**config.mk**
```make
export PLATFORM = sky130hd
export DESIGN_NAME = dependency_task_dispatcher_flat
export DESIGN_NICKNAME = d
export VERILOG_FILES = /design/src/hw/rtl/dtd_pkg.sv /design/src/hw/rtl/dtd_stream_if.sv /design/src/hw/rtl/dtd_cell.sv /design/src/hw/rtl/dependency_task_dispatcher.sv /design/src/flat_wrapper.sv
export SDC_FILE = /design/constraint.sdc
export NUM_CORES = 2
export LEC_CHECK = 0
export ABC_CLOCK_PERIOD_IN_PS = 4000
export BUFFER_PORTS_ARGS = -buffer_cell sky130_fd_sc_hd__buf_2
export CAP_MARGIN = 40
export CORE_MARGIN = 2
export CORE_UTILIZATION = 25
export CTS_BUF_LIST = sky130_fd_sc_hd__clkbuf_4
export DETAILED_ROUTE_END_ITERATION = 7
export SLEW_MARGIN = 5
export SYNTH_ARGS = -nofsm -noshare
export SYNTH_HDL_FRONTEND = slang
export SYNTH_SLANG_ARGS = --single-unit
```
**constraint.sdc**
```tcl
create_clock -name i_clk -period 4 [get_ports i_clk]
set_input_delay 0.6 -clock i_clk [delete_from_list [all_inputs] [get_ports i_clk]]
set_output_delay 0.6 -clock i_clk [all_outputs]
set_load 0.05 [all_outputs]
```
**src/hw/rtl/dtd_pkg.sv**
```systemverilog
`timescale 1ns / 1ps
`default_nettype none
package dtd_pkg;

    localparam int TASK_IDS = 64;
    localparam int ID_W     = $clog2(TASK_IDS);

    typedef enum logic [1:0] {
        OP_PUSH,
        OP_POP,
        OP_CMPL,
        OP_RST
    } t_op;

    typedef enum logic [1:0] {
        TS_IDLE,
        TS_SCHED,
        TS_DONE
    } t_tstate;

    localparam logic [2:0] STAT_OK      = 3'd0;
    localparam logic [2:0] STAT_FULL    = 3'd1;
    localparam logic [2:0] STAT_PFULL   = 3'd2;
    localparam logic [2:0] STAT_BADPUSH = 3'd3;
    localparam logic [2:0] STAT_REFUSED = 3'd4;

    typedef struct packed {
        t_op             opcode;
        logic [ID_W-1:0] task_id;
        logic [ID_W-1:0] parent_id;
        logic            has_parent;
    } t_req;

    typedef struct packed {
        logic [2:0]      status;
        logic            popped_valid;
        logic [ID_W-1:0] popped_task;
        logic [4:0]      remaining;
        logic            all_done;
    } t_rsp;

    // query record that ripples down the chain, one cell per cycle
    typedef struct packed {
        logic            go;
        logic [ID_W-1:0] tid;
        logic [ID_W-1:0] pid;
        logic            hit;
        t_tstate         hit_stat;
        logic            hit_full;
        logic            par_done;
        logic            rdy_found;
        logic [ID_W-1:0] rdy_task;
    } t_scan;

    // update broadcast to every cell at once
    typedef struct packed {
        logic            en;
        t_op             kind;
        logic            is_new;
        logic            append;
        logic            pdone;
        logic [ID_W-1:0] tid;
        logic [ID_W-1:0] pid;
    } t_apply;

endpackage
`default_nettype wire

```
**src/hw/rtl/dtd_stream_if.sv**
```systemverilog
`timescale 1ns / 1ps
`default_nettype none
interface dtd_stream_if #(
    parameter type T = logic
) ();
    logic valid;
    logic ready;
    T     data;

    modport source (output valid, output data, input ready);
    modport sink   (input valid, input data, output ready);
endinterface
`default_nettype wire

```
**src/hw/rtl/dtd_cell.sv**
```systemverilog
`timescale 1ns / 1ps
`default_nettype none
module dtd_cell #(
    parameter int MAX_PREREQS = 4,
    parameter int IDX         = 0,
    parameter int CNT_W       = 5
) (
    input  wire logic              i_clk,
    input  wire logic              i_rst_n,
    input  wire dtd_pkg::t_scan    i_scan,
    output dtd_pkg::t_scan         o_scan,
    input  wire dtd_pkg::t_apply   i_apply,
    input  wire logic [CNT_W-1:0]  i_cnt
);
    import dtd_pkg::*;

    localparam int PC_W = $clog2(MAX_PREREQS + 1);
    localparam int PI_W = (MAX_PREREQS > 1) ? $clog2(MAX_PREREQS) : 1;

    logic                   r_valid;
    logic [ID_W-1:0]        r_task;
    t_tstate                r_stat;
    logic [PC_W-1:0]        r_pcnt;
    logic [ID_W-1:0]        r_pre [MAX_PREREQS];
    logic [MAX_PREREQS-1:0] r_pdone;
    t_scan                  r_scan;
    t_scan                  n_scan;

    logic            all_pdone;
    logic            match;
    logic            place;
    logic [PI_W-1:0] wa;

    // check that every listed prerequisite is done
    always_comb begin
        all_pdone = 1'b1;
        for (int k = 0; k < MAX_PREREQS; k++) begin
            if (PC_W'(k) < r_pcnt && !r_pdone[k]) begin
                all_pdone = 1'b0;
            end
        end
    end

    // merge this entry into the passing query
    always_comb begin
        n_scan = i_scan;
        if (r_valid && r_task == i_scan.tid) begin
            n_scan.hit      = 1'b1;
            n_scan.hit_stat = r_stat;
            n_scan.hit_full = (r_pcnt == PC_W'(MAX_PREREQS));
        end
        if (r_valid && r_task == i_scan.pid && r_stat == TS_DONE) begin
            n_scan.par_done = 1'b1;
        end
        if (!i_scan.rdy_found && r_valid && r_stat == TS_IDLE && all_pdone) begin
            n_scan.rdy_found = 1'b1;
            n_scan.rdy_task  = r_task;
        end
    end

    // the entry count has already advanced when the update arrives
    assign match  = r_valid && r_task == i_apply.tid;
    assign place  = i_apply.is_new && i_cnt == CNT_W'(IDX + 1);
    assign wa     = r_pcnt[PI_W-1:0];
    assign o_scan = r_scan;

    // hand the query on
    always_ff @(posedge i_clk) begin
        if (!i_rst_n) begin
            r_scan.go <= 1'b0;
        end else begin
            r_scan <= n_scan;
        end
    end

    // apply the broadcast update
    always_ff @(posedge i_clk) begin
        if (!i_rst_n) begin
            r_valid <= 1'b0;
        end else if (i_apply.en) begin
            case (i_apply.kind)
                OP_PUSH: begin
                    if (place) begin
                        r_valid    <= 1'b1;
                        r_task     <= i_apply.tid;
                        r_stat     <= TS_IDLE;
                        r_pcnt     <= i_apply.append ? PC_W'(1) : '0;
                        r_pre[0]   <= i_apply.pid;
                        r_pdone[0] <= i_apply.pdone;
                    end else if (match && i_apply.append) begin
                        r_pre[wa]   <= i_apply.pid;
                        r_pdone[wa] <= i_apply.pdone;
                        r_pcnt      <= r_pcnt + PC_W'(1);
                    end
                end
                OP_POP: begin
                    if (match) begin
                        r_stat <= TS_SCHED;
                    end
                end
                OP_CMPL: begin
                    if (match) begin
                        r_stat <= TS_DONE;
                    end
                    for (int k = 0; k < MAX_PREREQS; k++) begin
                        if (PC_W'(k) < r_pcnt && r_pre[k] == i_apply.tid) begin
                            r_pdone[k] <= 1'b1;
                        end
                    end
                end
                OP_RST: begin
                    r_stat  <= TS_IDLE;
                    r_pdone <= '0;
                end
                default: begin
                    r_stat <= r_stat;
                end
            endcase
        end
    end
endmodule
`default_nettype wire

```
**src/hw/rtl/dependency_task_dispatcher.sv**
```systemverilog
`timescale 1ns / 1ps
`default_nettype none
// Dependency task dispatcher. Tasks live in a row of MAX_ENTRIES cells in
// insertion order; each cell holds its task id, state and prerequisite list
// with a done flag per prerequisite. Each request launches a query that
// walks the row one cell per cycle, then the decided update is broadcast to
// all cells. The result is loaded into the output register after the walk
// along the cell row and the decision, and the next request can be accepted
// once the dispatcher is back in idle. One request is worked on at a time;
// the next is accepted while a result waits in the output register, and its
// result is held back until that register is free. Task ids use the full id
// field, which spans exactly the TASK_IDS ids.
module dependency_task_dispatcher #(
    parameter int MAX_ENTRIES = 16,
    parameter int MAX_PREREQS = 4
) (
    input  wire logic    i_clk,
    input  wire logic    i_rst_n,
    dtd_stream_if.sink   i_req,
    dtd_stream_if.source o_rsp
);
    import dtd_pkg::*;

    localparam int CNT_W = $clog2(MAX_ENTRIES + 1);

    typedef enum logic [1:0] {
        S_IDLE,
        S_SCAN,
        S_DECIDE
    } t_state;

    t_state           r_state;
    t_req             r_req;
    t_scan            r_launch;
    t_scan            r_res;
    t_apply           r_apply;
    t_apply           n_apply;
    logic [CNT_W-1:0] r_cnt, n_cnt;
    logic [CNT_W-1:0] r_unsch, n_unsch;
    logic [CNT_W-1:0] r_done, n_done;
    logic             r_ovalid;
    t_rsp             r_odata;
    t_rsp             n_odata;
    t_scan            w_scan [MAX_ENTRIES+1];
    t_req             in_req;

    assign in_req      = i_req.data;
    assign i_req.ready = (r_state == S_IDLE);
    assign o_rsp.valid = r_ovalid;
    assign o_rsp.data  = r_odata;
    assign w_scan[0]   = r_launch;

    // cell row
    for (genvar g = 0; g < MAX_ENTRIES; g++) begin : g_cell
        dtd_cell #(
            .MAX_PREREQS (MAX_PREREQS),
            .IDX         (g),
            .CNT_W       (CNT_W)
        ) u_cell (
            .i_clk   (i_clk),
            .i_rst_n (i_rst_n),
            .i_scan  (w_scan[g]),
            .o_scan  (w_scan[g+1]),
            .i_apply (r_apply),
            .i_cnt   (r_cnt)
        );
    end

    // decide the outcome from the gathered query
    always_comb begin
        n_apply     = '0;
        n_apply.tid = r_req.task_id;
        n_apply.pid = r_req.parent_id;
        n_cnt       = r_cnt;
        n_unsch     = r_unsch;
        n_done      = r_done;
        n_odata     = '0;
        case (r_req.opcode)
            OP_PUSH: begin
                if (r_req.has_parent && r_req.task_id == r_req.parent_id) begin
                    n_odata.status = STAT_BADPUSH;
                end else if (r_res.hit && r_res.hit_stat != TS_IDLE) begin
                    n_odata.status = STAT_BADPUSH;
                end else if (!r_res.hit && r_cnt >= CNT_W'(MAX_ENTRIES)) begin
                    n_odata.status = STAT_FULL;
                end else if (r_res.hit && r_req.has_parent && r_res.hit_full) begin
                    n_odata.status = STAT_PFULL;
                end else begin
                    n_apply.en     = 1'b1;
                    n_apply.kind   = OP_PUSH;
                    n_apply.is_new = !r_res.hit;
                    n_apply.append = r_req.has_parent;
                    n_apply.pdone  = r_res.par_done;
                    if (!r_res.hit) begin
                        n_cnt   = r_cnt + CNT_W'(1);
                        n_unsch = r_unsch + CNT_W'(1);
                    end
                end
            end
            OP_POP: begin
                if (r_res.rdy_found) begin
                    n_apply.en           = 1'b1;
                    n_apply.kind         = OP_POP;
                    n_apply.tid          = r_res.rdy_task;
                    n_odata.popped_valid = 1'b1;
                    n_odata.popped_task  = r_res.rdy_task;
                    if (r_unsch != '0) begin
                        n_unsch = r_unsch - CNT_W'(1);
                    end
                end
            end
            OP_CMPL: begin
                if (r_res.hit && r_res.hit_stat == TS_SCHED) begin
                    n_apply.en   = 1'b1;
                    n_apply.kind = OP_CMPL;
                    n_done       = r_done + CNT_W'(1);
                end
            end
            OP_RST: begin
                if (r_unsch != '0 || r_done != r_cnt) begin
                    n_odata.status = STAT_REFUSED;
                end else begin
                    n_apply.en   = 1'b1;
                    n_apply.kind = OP_RST;
                    n_unsch      = r_cnt;
                    n_done       = '0;
                end
            end
            default: begin
                n_odata.status = STAT_OK;
            end
        endcase
        n_odata.remaining = 5'(n_unsch);
        n_odata.all_done  = (n_done == n_cnt);
    end

    // sequence accept, walk, decide
    always_ff @(posedge i_clk) begin
        if (!i_rst_n) begin
            r_state     <= S_IDLE;
            r_launch.go <= 1'b0;
            r_apply.en  <= 1'b0;
            r_cnt       <= '0;
            r_unsch     <= '0;
            r_done      <= '0;
            r_ovalid    <= 1'b0;
        end else begin
            // drop a taken result unless a new one loads this cycle
            if (o_rsp.ready && r_state != S_DECIDE) begin
                r_ovalid <= 1'b0;
            end
            case (r_state)
                S_IDLE: begin
                    r_apply.en <= 1'b0;
                    if (i_req.valid) begin
                        r_req    <= in_req;
                        r_launch <= '{go: 1'b1, tid: in_req.task_id,
                                      pid: in_req.parent_id, hit: 1'b0,
                                      hit_stat: TS_IDLE, hit_full: 1'b0,
                                      par_done: 1'b0, rdy_found: 1'b0,
                                      rdy_task: '0};
                        r_state  <= S_SCAN;
                    end
                end
                S_SCAN: begin
                    r_launch.go <= 1'b0;
                    if (w_scan[MAX_ENTRIES].go) begin
                        r_res   <= w_scan[MAX_ENTRIES];
                        r_state <= S_DECIDE;
                    end
                end
                S_DECIDE: begin
                    if (!r_ovalid || o_rsp.ready) begin
                        r_apply  <= n_apply;
                        r_cnt    <= n_cnt;
                        r_unsch  <= n_unsch;
                        r_done   <= n_done;
                        r_odata  <= n_odata;
                        r_ovalid <= 1'b1;
                        r_state  <= S_IDLE;
                    end
                end
                default: begin
                    r_state <= S_IDLE;
                end
            endcase
        end
    end
endmodule
`default_nettype wire

```
**src/flat_wrapper.sv**
```systemverilog
// flat-port wrapper written by rule: the top's interface ports become plain ports
module dependency_task_dispatcher_flat import dtd_pkg::*;
#(
    parameter int MAX_ENTRIES = 16,
    parameter int MAX_PREREQS = 4
)
  (i_clk, i_rst_n, i_req_valid, i_req_data, i_req_ready, o_rsp_valid, o_rsp_data, o_rsp_ready);
  dtd_stream_if #(.T(t_req)) i_req_i ();
  dtd_stream_if #(.T(t_rsp)) o_rsp_i ();
  input  wire logic i_clk;
  input  wire logic i_rst_n;
  input wire logic [$bits(i_req_i.valid)-1:0] i_req_valid;
  input wire logic [$bits(i_req_i.data)-1:0] i_req_data;
  output wire logic [$bits(i_req_i.ready)-1:0] i_req_ready;
  output wire logic [$bits(o_rsp_i.valid)-1:0] o_rsp_valid;
  output wire logic [$bits(o_rsp_i.data)-1:0] o_rsp_data;
  input wire logic [$bits(o_rsp_i.ready)-1:0] o_rsp_ready;
  assign i_req_i.valid = i_req_valid;
  assign i_req_i.data = i_req_data;
  assign i_req_ready = i_req_i.ready;
  assign o_rsp_valid = o_rsp_i.valid;
  assign o_rsp_data = o_rsp_i.data;
  assign o_rsp_i.ready = o_rsp_ready;
  dependency_task_dispatcher #(.MAX_ENTRIES(MAX_ENTRIES), .MAX_PREREQS(MAX_PREREQS)) u_core (.i_clk(i_clk), .i_rst_n(i_rst_n), .i_req(i_req_i), .o_rsp(o_rsp_i));
endmodule
```
Word level (Yosys, flattened, before mapping):

Memory sizes are Yosys's and may differ from the RTL's.
Index checks and enable logic that the tools add are counted.

* register bits: 724
* memory bits (writable): 384
* bits of input ports: 19
* output and inout bits: 18
* word-level logic and storage cells: 1976
* memories: 16

Memories
* u_core.g_cell[0].u_cell.r_pre: depth 4, width 6, rd ports 4, clocked after memory_dff 0, wr ports 1, line dtd_cell.sv:24 `logic [ID_W-1:0] r_pre [MAX_PREREQS];`
* u_core.g_cell[10].u_cell.r_pre: depth 4, width 6, rd ports 4, clocked after memory_dff 0, wr ports 1, line dtd_cell.sv:24
* u_core.g_cell[11].u_cell.r_pre: depth 4, width 6, rd ports 4, clocked after memory_dff 0, wr ports 1, line dtd_cell.sv:24
* u_core.g_cell[12].u_cell.r_pre: depth 4, width 6, rd ports 4, clocked after memory_dff 0, wr ports 1, line dtd_cell.sv:24
* u_core.g_cell[13].u_cell.r_pre: depth 4, width 6, rd ports 4, clocked after memory_dff 0, wr ports 1, line dtd_cell.sv:24
* u_core.g_cell[14].u_cell.r_pre: depth 4, width 6, rd ports 4, clocked after memory_dff 0, wr ports 1, line dtd_cell.sv:24
* +10 memories

* add/sub/neg operators: 20
* $lt $le $gt $ge: 97
* equal/unequal tests: 336
* multiplexer cells: 638
* bitwise operators: 1
* reductions and logical operators: 570

Operators with widths (number)
* $eq A6 B6 Y1: 113
* $mux W1: 356
* $logic_and A1 B1 Y1: 294
* $ne A2 B2 Y1 const B: 147
* $reduce_and A6 Y1: 48
* $mux W6: 37
* $mux W3: 71
* $pmux W4 S3: 16
* $reduce_and A5 Y1: 32
* $mux W2: 68
* $pmux W2 S4: 16
* $reduce_and A4 Y1: 32
* $lt A1 B3 Y1 const A: 32
* $lt A2 B3 Y1 const A: 32
* $reduce_or A6 Y1: 16
* $logic_not A1 Y1: 81
* $mux W5: 16
* $bwmux W4: 16
* $mux W4: 16
* $reduce_and A3 Y1: 20
* $add A3 B1 Y3 const B: 16
* $eq A3 B3 Y1 const B: 16
* $lt A2 B3 Y1 const B: 16
* $ne A3 B3 Y1 const B: 16
* 32 further kinds: 139

Logic depth before layout (Yosys ltp):

* word-level depth: 11
* gate-level depth with buffers: 9
* depth with buffers taken out: 8

Modules after synthesis:

Synthesis repeated with hierarchy kept, for this count alone.

* cells, all modules: 3825
* area, all modules: 52372.7 sq um

By module, submodules not included
* dtd_cell at u_core.g_cell[12].u_cell ...: times used 2, cells an instance 220, area an instance 3046.7 sq um, seq. area each 1931.9 sq um
* dependency_task_dispatcher: times used 1, cells an instance 345, area an instance 3863.7 sq um, seq. area each 2202.1 sq um
* dtd_cell at u_core.g_cell[7].u_cell: times used 1, cells an instance 216, area an instance 3062.9 sq um, seq. area each 1931.9 sq um
* dtd_cell at u_core.g_cell[8].u_cell: times used 1, cells an instance 216, area an instance 3060.4 sq um, seq. area each 1931.9 sq um
* dtd_cell at u_core.g_cell[9].u_cell: times used 1, cells an instance 220, area an instance 3051.7 sq um, seq. area each 1931.9 sq um
* dtd_cell at u_core.g_cell[14].u_cell: times used 1, cells an instance 214, area an instance 3049.2 sq um, seq. area each 1931.9 sq um
* dtd_cell at u_core.g_cell[10].u_cell: times used 1, cells an instance 220, area an instance 3041.7 sq um, seq. area each 1931.9 sq um
* dtd_cell at u_core.g_cell[6].u_cell: times used 1, cells an instance 220, area an instance 3037.9 sq um, seq. area each 1931.9 sq um
* dtd_cell at u_core.g_cell[11].u_cell: times used 1, cells an instance 220, area an instance 3035.4 sq um, seq. area each 1931.9 sq um
* dtd_cell at u_core.g_cell[1].u_cell: times used 1, cells an instance 212, area an instance 3025.4 sq um, seq. area each 1931.9 sq um
* dtd_cell at u_core.g_cell[0].u_cell: times used 1, cells an instance 214, area an instance 3024.2 sq um, seq. area each 1931.9 sq um
* dtd_cell at u_core.g_cell[3].u_cell: times used 1, cells an instance 215, area an instance 3020.4 sq um, seq. area each 1931.9 sq um
* dtd_cell at u_core.g_cell[5].u_cell: times used 1, cells an instance 221, area an instance 3011.6 sq um, seq. area each 1931.9 sq um
* dtd_cell at u_core.g_cell[2].u_cell: times used 1, cells an instance 219, area an instance 3004.1 sq um, seq. area each 1931.9 sq um
* 2 more rows

Worst setup path after synthesis:

OpenSTA, ideal clock, no wires.

* path kind: in2reg
* start: input i_rst_n
* end: register u_core.r_odata (netlist bit u_core.o_rsp.data[0]), enable pin
* library setup time: 0.423 ns
* data arrival time: 2.572 ns
* data required time: 3.577 ns
* setup slack: 1.005 ns
* cell stages on the path: 4
* buffers on the path: 2
* cells stage by stage: clkbuf_8 > clkinv_1 > clkbuf_1 > nor2_1

* cells in the longest elaborated chain, start to end: 1

RTL lines
* start: declaration: line flat_wrapper.sv:11 `input wire logic i_rst_n;`
* $reduce_and A3 Y1 (no source line)
* end signal: assignment: line dependency_task_dispatcher.sv:178 `r_odata <= n_odata;`
* end: declaration: line dependency_task_dispatcher.sv:42 `t_rsp r_odata;`

Every way passes these cells.
A chain may end at the register's enable or synchronous reset.

Worst setup path in the final report:

* start: register u_core.r_apply[7] (netlist bit)
* end: memory u_core.g_cell[6].u_cell.r_pre[0][1] (netlist bit), enable pin

* cells in the longest elaborated chain, start to end: 11
* elaborated cells between the ends (all ways): 12
* those cells by class: 1 x eq/ne; 8 x mux; 3 x reduce/logical

RTL lines
* start: declaration: line dependency_task_dispatcher.sv:36 `t_apply r_apply;`
* start signal: assignment: line dependency_task_dispatcher.sv:174 `r_apply <= n_apply;`
* $eq A6 B6 Y1 (*): line dtd_cell.sv:62 `assign match = r_valid && r_task == i_apply.tid;`
* $logic_and A1 B1 Y1 (*): line dtd_cell.sv:62
* $logic_and A1 B1 Y1 (*): line dtd_cell.sv:90 `end else if (match && i_apply.append) begin`
* $mux W1 (*): line dtd_cell.sv:90
* $mux W1 (*): line dtd_cell.sv:83 `if (place) begin`
* $mux W1 (*): line dtd_cell.sv:81 `case (i_apply.kind)`
* $mux W1 (*): line dtd_cell.sv:80 `end else if (i_apply.en) begin`
* $mux W1 (*): line dtd_cell.sv:78 `if (!i_rst_n) begin`
* $mux W1 (not written as such) (*): line dtd_cell.sv:91 `r_pre[wa] <= i_apply.pid;`
* $reduce_or A6 Y1 (no source line)
* $mux W2 (no source line) or $mux W1 (tied branches)
* end: declaration: line dtd_cell.sv:24

Every way passes the cells marked *; elsewhere a longest branch is shown, timed or not.

==> summary.txt <==
Outcome
  – Outcome: finished clean

Placement
  – Port Buf Inserts: 36
  – Dpl hpwl: 82400 microns
  – GP Congestion: 0.844

Floorplan
  – Core Region: ~200000 sq um
  – Starting Density: 25.2%
  – Io pins: 37
  – Die width: 450 microns
  – Std-Cell Rows: approximately 160
  – Die area: a little over 200000 sq um
  – Die Ht: between 400 and 500 microns

Global route
  – Initial antenna violation count: 4
  – First-pass GRT wire length: 196000 microns
  – Vias in the first global route: 31547
  – Total gr overflow: 0
  – Gr usage total: between 10% and 20%
  – Largest net degree at the start of global routing: 179

Timing
  – Hold violation total from the final report: 0
  – Slew of the pin with the lowest slew margin: around 1.1 ns
  – Max-slew headroom: 29.5%
  – Worst Skew: 0.0921 ns
  – Fin crit period: a little under 3 ns
  – Finish-stage setup viols: 0
  – Fmax: 0.336 GHz
  – Max Slew Vio Count: 0
  – RSZ-0062 raised after global routing: no
  – Final Cycle Share: 74.3%
  – Setup_tns: 0 ns

Yosys
  – Yosys warnings: 0
  – Largest cells by area after synthesis: edfxtp_1 64%, xor2_1 6.8%, xnor2_1 5.6%
  – Main synth FF type: edfxtp_1
  – Mean area per synthesized cell: 13.9 sq um
  – Synth unique cells: 75
  – #FFs+latches synth: 1108
  – Cell Area, Synth: 49700 sq um
  – Area leader, netlist: edfxtp_1
  – Asr flop ratio synth: 0%
  – Number of flops mapped to enable cells by yosys: 1056
  – Syn_nets: 3680
  – Post-synthesis sequential area ratio: 66.0%
  – Syn Inst Count: 3584
  – Yosys top cell area share: 63.9%

Clocking
  – CTS Buf Count: 313
  – PostCTS Resize Cnt: 0
  – CTS root buf: clkbuf_4
  – CTS sink cnt: 1108
  – CTS tree: yes
  – Max clock buf depth: 4
  – Htree depth: 5
  – Latest clock arrival within the worst-skew pair: 1.21 ns
  – Worst-path clk slew: roughly 0.07 ns

Final layout
  – Share of layout cells above drive strength 1: 20.4%
  – Layout Nets: 4051
  – Syn-to-layout area delta: 16.5%

Critical path
  – Critical-path maximum fanout: 34
  – Worst Setup Start Kind: flop
  – Data required, critical path: 4.81 ns
  – Crit end category: flop
  – Critical path class: flop to flop
  – CP arrival: between 3 and 4 ns

Routing
  – DRC Markers: 0
  – DR vias: 30726
  – First drt pass iteration count: 5
  – Avg WL per Cell: 19.3 microns
  – 1st-iter DRT viols: approximately 2600
  – Vias per std cell: 4.51
  – Total Wirelength: between 100000 and 150000 microns
  – Antenna viol nets, final: 0

Power
  – Power per cell area: 401 nW/um^2
  – P_leak: 0.0195 uW
  – Worst vdd rail ir drop: 207 uV
  – Power Total: approximately 23000 uW

Hold path
  – Worst min-delay path class: input pin to flop

Job
  – MaxCap Viol Count: 0
[registers in the layout (all words and copies together) (netlist names), 2 cells and up, named ones only]
signal,flops
u_core.g_cell.u_cell.o_scan,388
u_core.g_cell.u_cell.r_pcnt,48
u_core.g_cell.u_cell.r_pre,384
u_core.g_cell.u_cell.r_stat,32
u_core.g_cell.u_cell.r_task,96
u_core.g_cell.u_cell.r_valid,16
u_core.n_apply,6
u_core.o_rsp.data,16
u_core.r_apply,18
u_core.r_cnt,5
u_core.r_done,5
u_core.r_req,9
u_core.r_res,12
u_core.r_state,2
u_core.r_unsch,5
[critical path, cell delays in order (launching register included)]
cell and delay, ns:
edfxtp_1 0.37, buf_12 0.28, buf_4 0.43, xnor2_1 0.17, nand4_1 0.10, nor4_1 0.19, buf_4 0.20, nand2_1 0.06
a21oi_1 0.36, o21a_1 0.33
[placed cells by master, fill, tap and decap left out, types with 62 or more instances in the layout]
master    instances
a21oi_1         173
buf_4           137
clkbuf_4        449
edfxtp_1       1056
ha_1             77
inv_1            66
mux2_2          123
nand2_1          62
nand4_1          84
nor2_1          253
nor3_1          150
nor4_1          101
o21ai_0         110
xnor2_1         320
xor2_1          388
[cells in the mapped netlist, types with 8 or more instances]
cell	instances
o21ai_0	110
edfxtp_1	1056
xnor2_1	320
nand2_1	63
a21oi_1	174
nand2b_1	37
a41oi_1	18
ha_1	77
clkbuf_1	96
a2bb2oi_1	13
xor2_1	388
dfxtp_1	52
a31o_2	18
and2_1	58
a211o_1	12
and3_1	31
buf_2	49
a21o_1	28
nand3_1	47
a31oi_1	14
nor2_1	255
a211oi_1	12
buf_1	8
nand4_1	84
nor4_1	101
or2_2	20
inv_1	67
mux2_2	123
nor3_1	150
[cell type report]
| class | instances | area, sq um |
|---|---|---|
| Sequential cell | 1108 | 32800 |
| Antenna cell | 3 | 7.51 |
| Timing Repair Buffer | 218 | 1820 |
| Inverter | 70 | 263 |
| Fill cell | 20014 | 140000 |
| Clock inverter | 76 | 363 |
| Multi-Input combinational cell | 2244 | 16000 |
| Tap cell | 2640 | 3300 |
| Clock buffer | 449 | 3370 |
[final timing paths]
| path | from | to | slack, ns | cells past startpoint |
|---|---|---|---|---|
| worst min register to register | u_core.g_cell[7].u_cell.o_scan[24]$_SDFF_PN0_ | u_core.g_cell[8].u_cell.o_scan[24]$_SDFF_PN0_ | 0.43 | 1 |
| worst min-delay path | i_req_data[13] | u_core.r_req[13]$_DFFE_PP_ | 0.14 | 2 |
| worst max register to register | u_core.r_apply[7]$_DFFE_PP_ | u_core.g_cell[6].u_cell.r_pre[0][1]$_DFFE_PP_ | 1.03 | 9 |
| worst max-delay path | u_core.r_apply[7]$_DFFE_PP_ | u_core.g_cell[6].u_cell.r_pre[0][1]$_DFFE_PP_ | 1.03 | 9 |
[cell families (layout without fill, tap and decap cells)]
family,after synthesis,count (layout),share of synthesized area (%)
DFF,1108,1108,66.0
and+or+nand+nor,886,886,9.21
xor gates and xnor gates,709,709,12.5
AOI/OAI and AO/OA,446,446,5.54
buffers and inverters,232,813,1.97
muxes,126,126,2.85
adders and majority gates,77,77,1.94
other,0,3,0
[power by group]
| group | switching [uW] | internal, uW | total [uW] |
|---|---|---|---|
| combinational | 199 | 149 | 348 |
| clock | 4620 | 5260 | 9880 |
| sequential | 142 | 12800 | 13000 |
[stage by stage]
| step | setup slack [ns] | area (sq um) | utilization [%] | cells | hold slack (ns) |
|---|---|---|---|---|---|
| CTS | 0.996 | 57800 | 29.3 | 6804 | 0.0196 |
| floorplan | 1.01 | 49700 | - | 3584 | 0.400 |
| detailed placement | 1.06 | 53900 | 27.3 | 6261 | 0.418 |
| global placement | 1.10 | 53700 | 27.2 | 6247 | 0.414 |
| finish | 1.03 | 57800 | 29.3 | 6808 | 0.144 |
| global route | 0.811 | 57800 | 29.3 | 6808 | 0.0521 |
[what timing repair did]
item / in CTS / in global routing
endpoints found under the hold margin: 34 / 0
hold buffers: 18 / 0
buffers inserted: 0 / 0
[routing by layer]
layer	wire [microns]	GRT usage, %	vias to the layer above
li1	-	-	14138
met1	56400	16.3	15335
met2	63500	21.0	1063
met3	8360	2.82	190
met4	2870	4.02	0
met5	0	0	-
No activity file was read; power rests on OpenSTA's default activity.
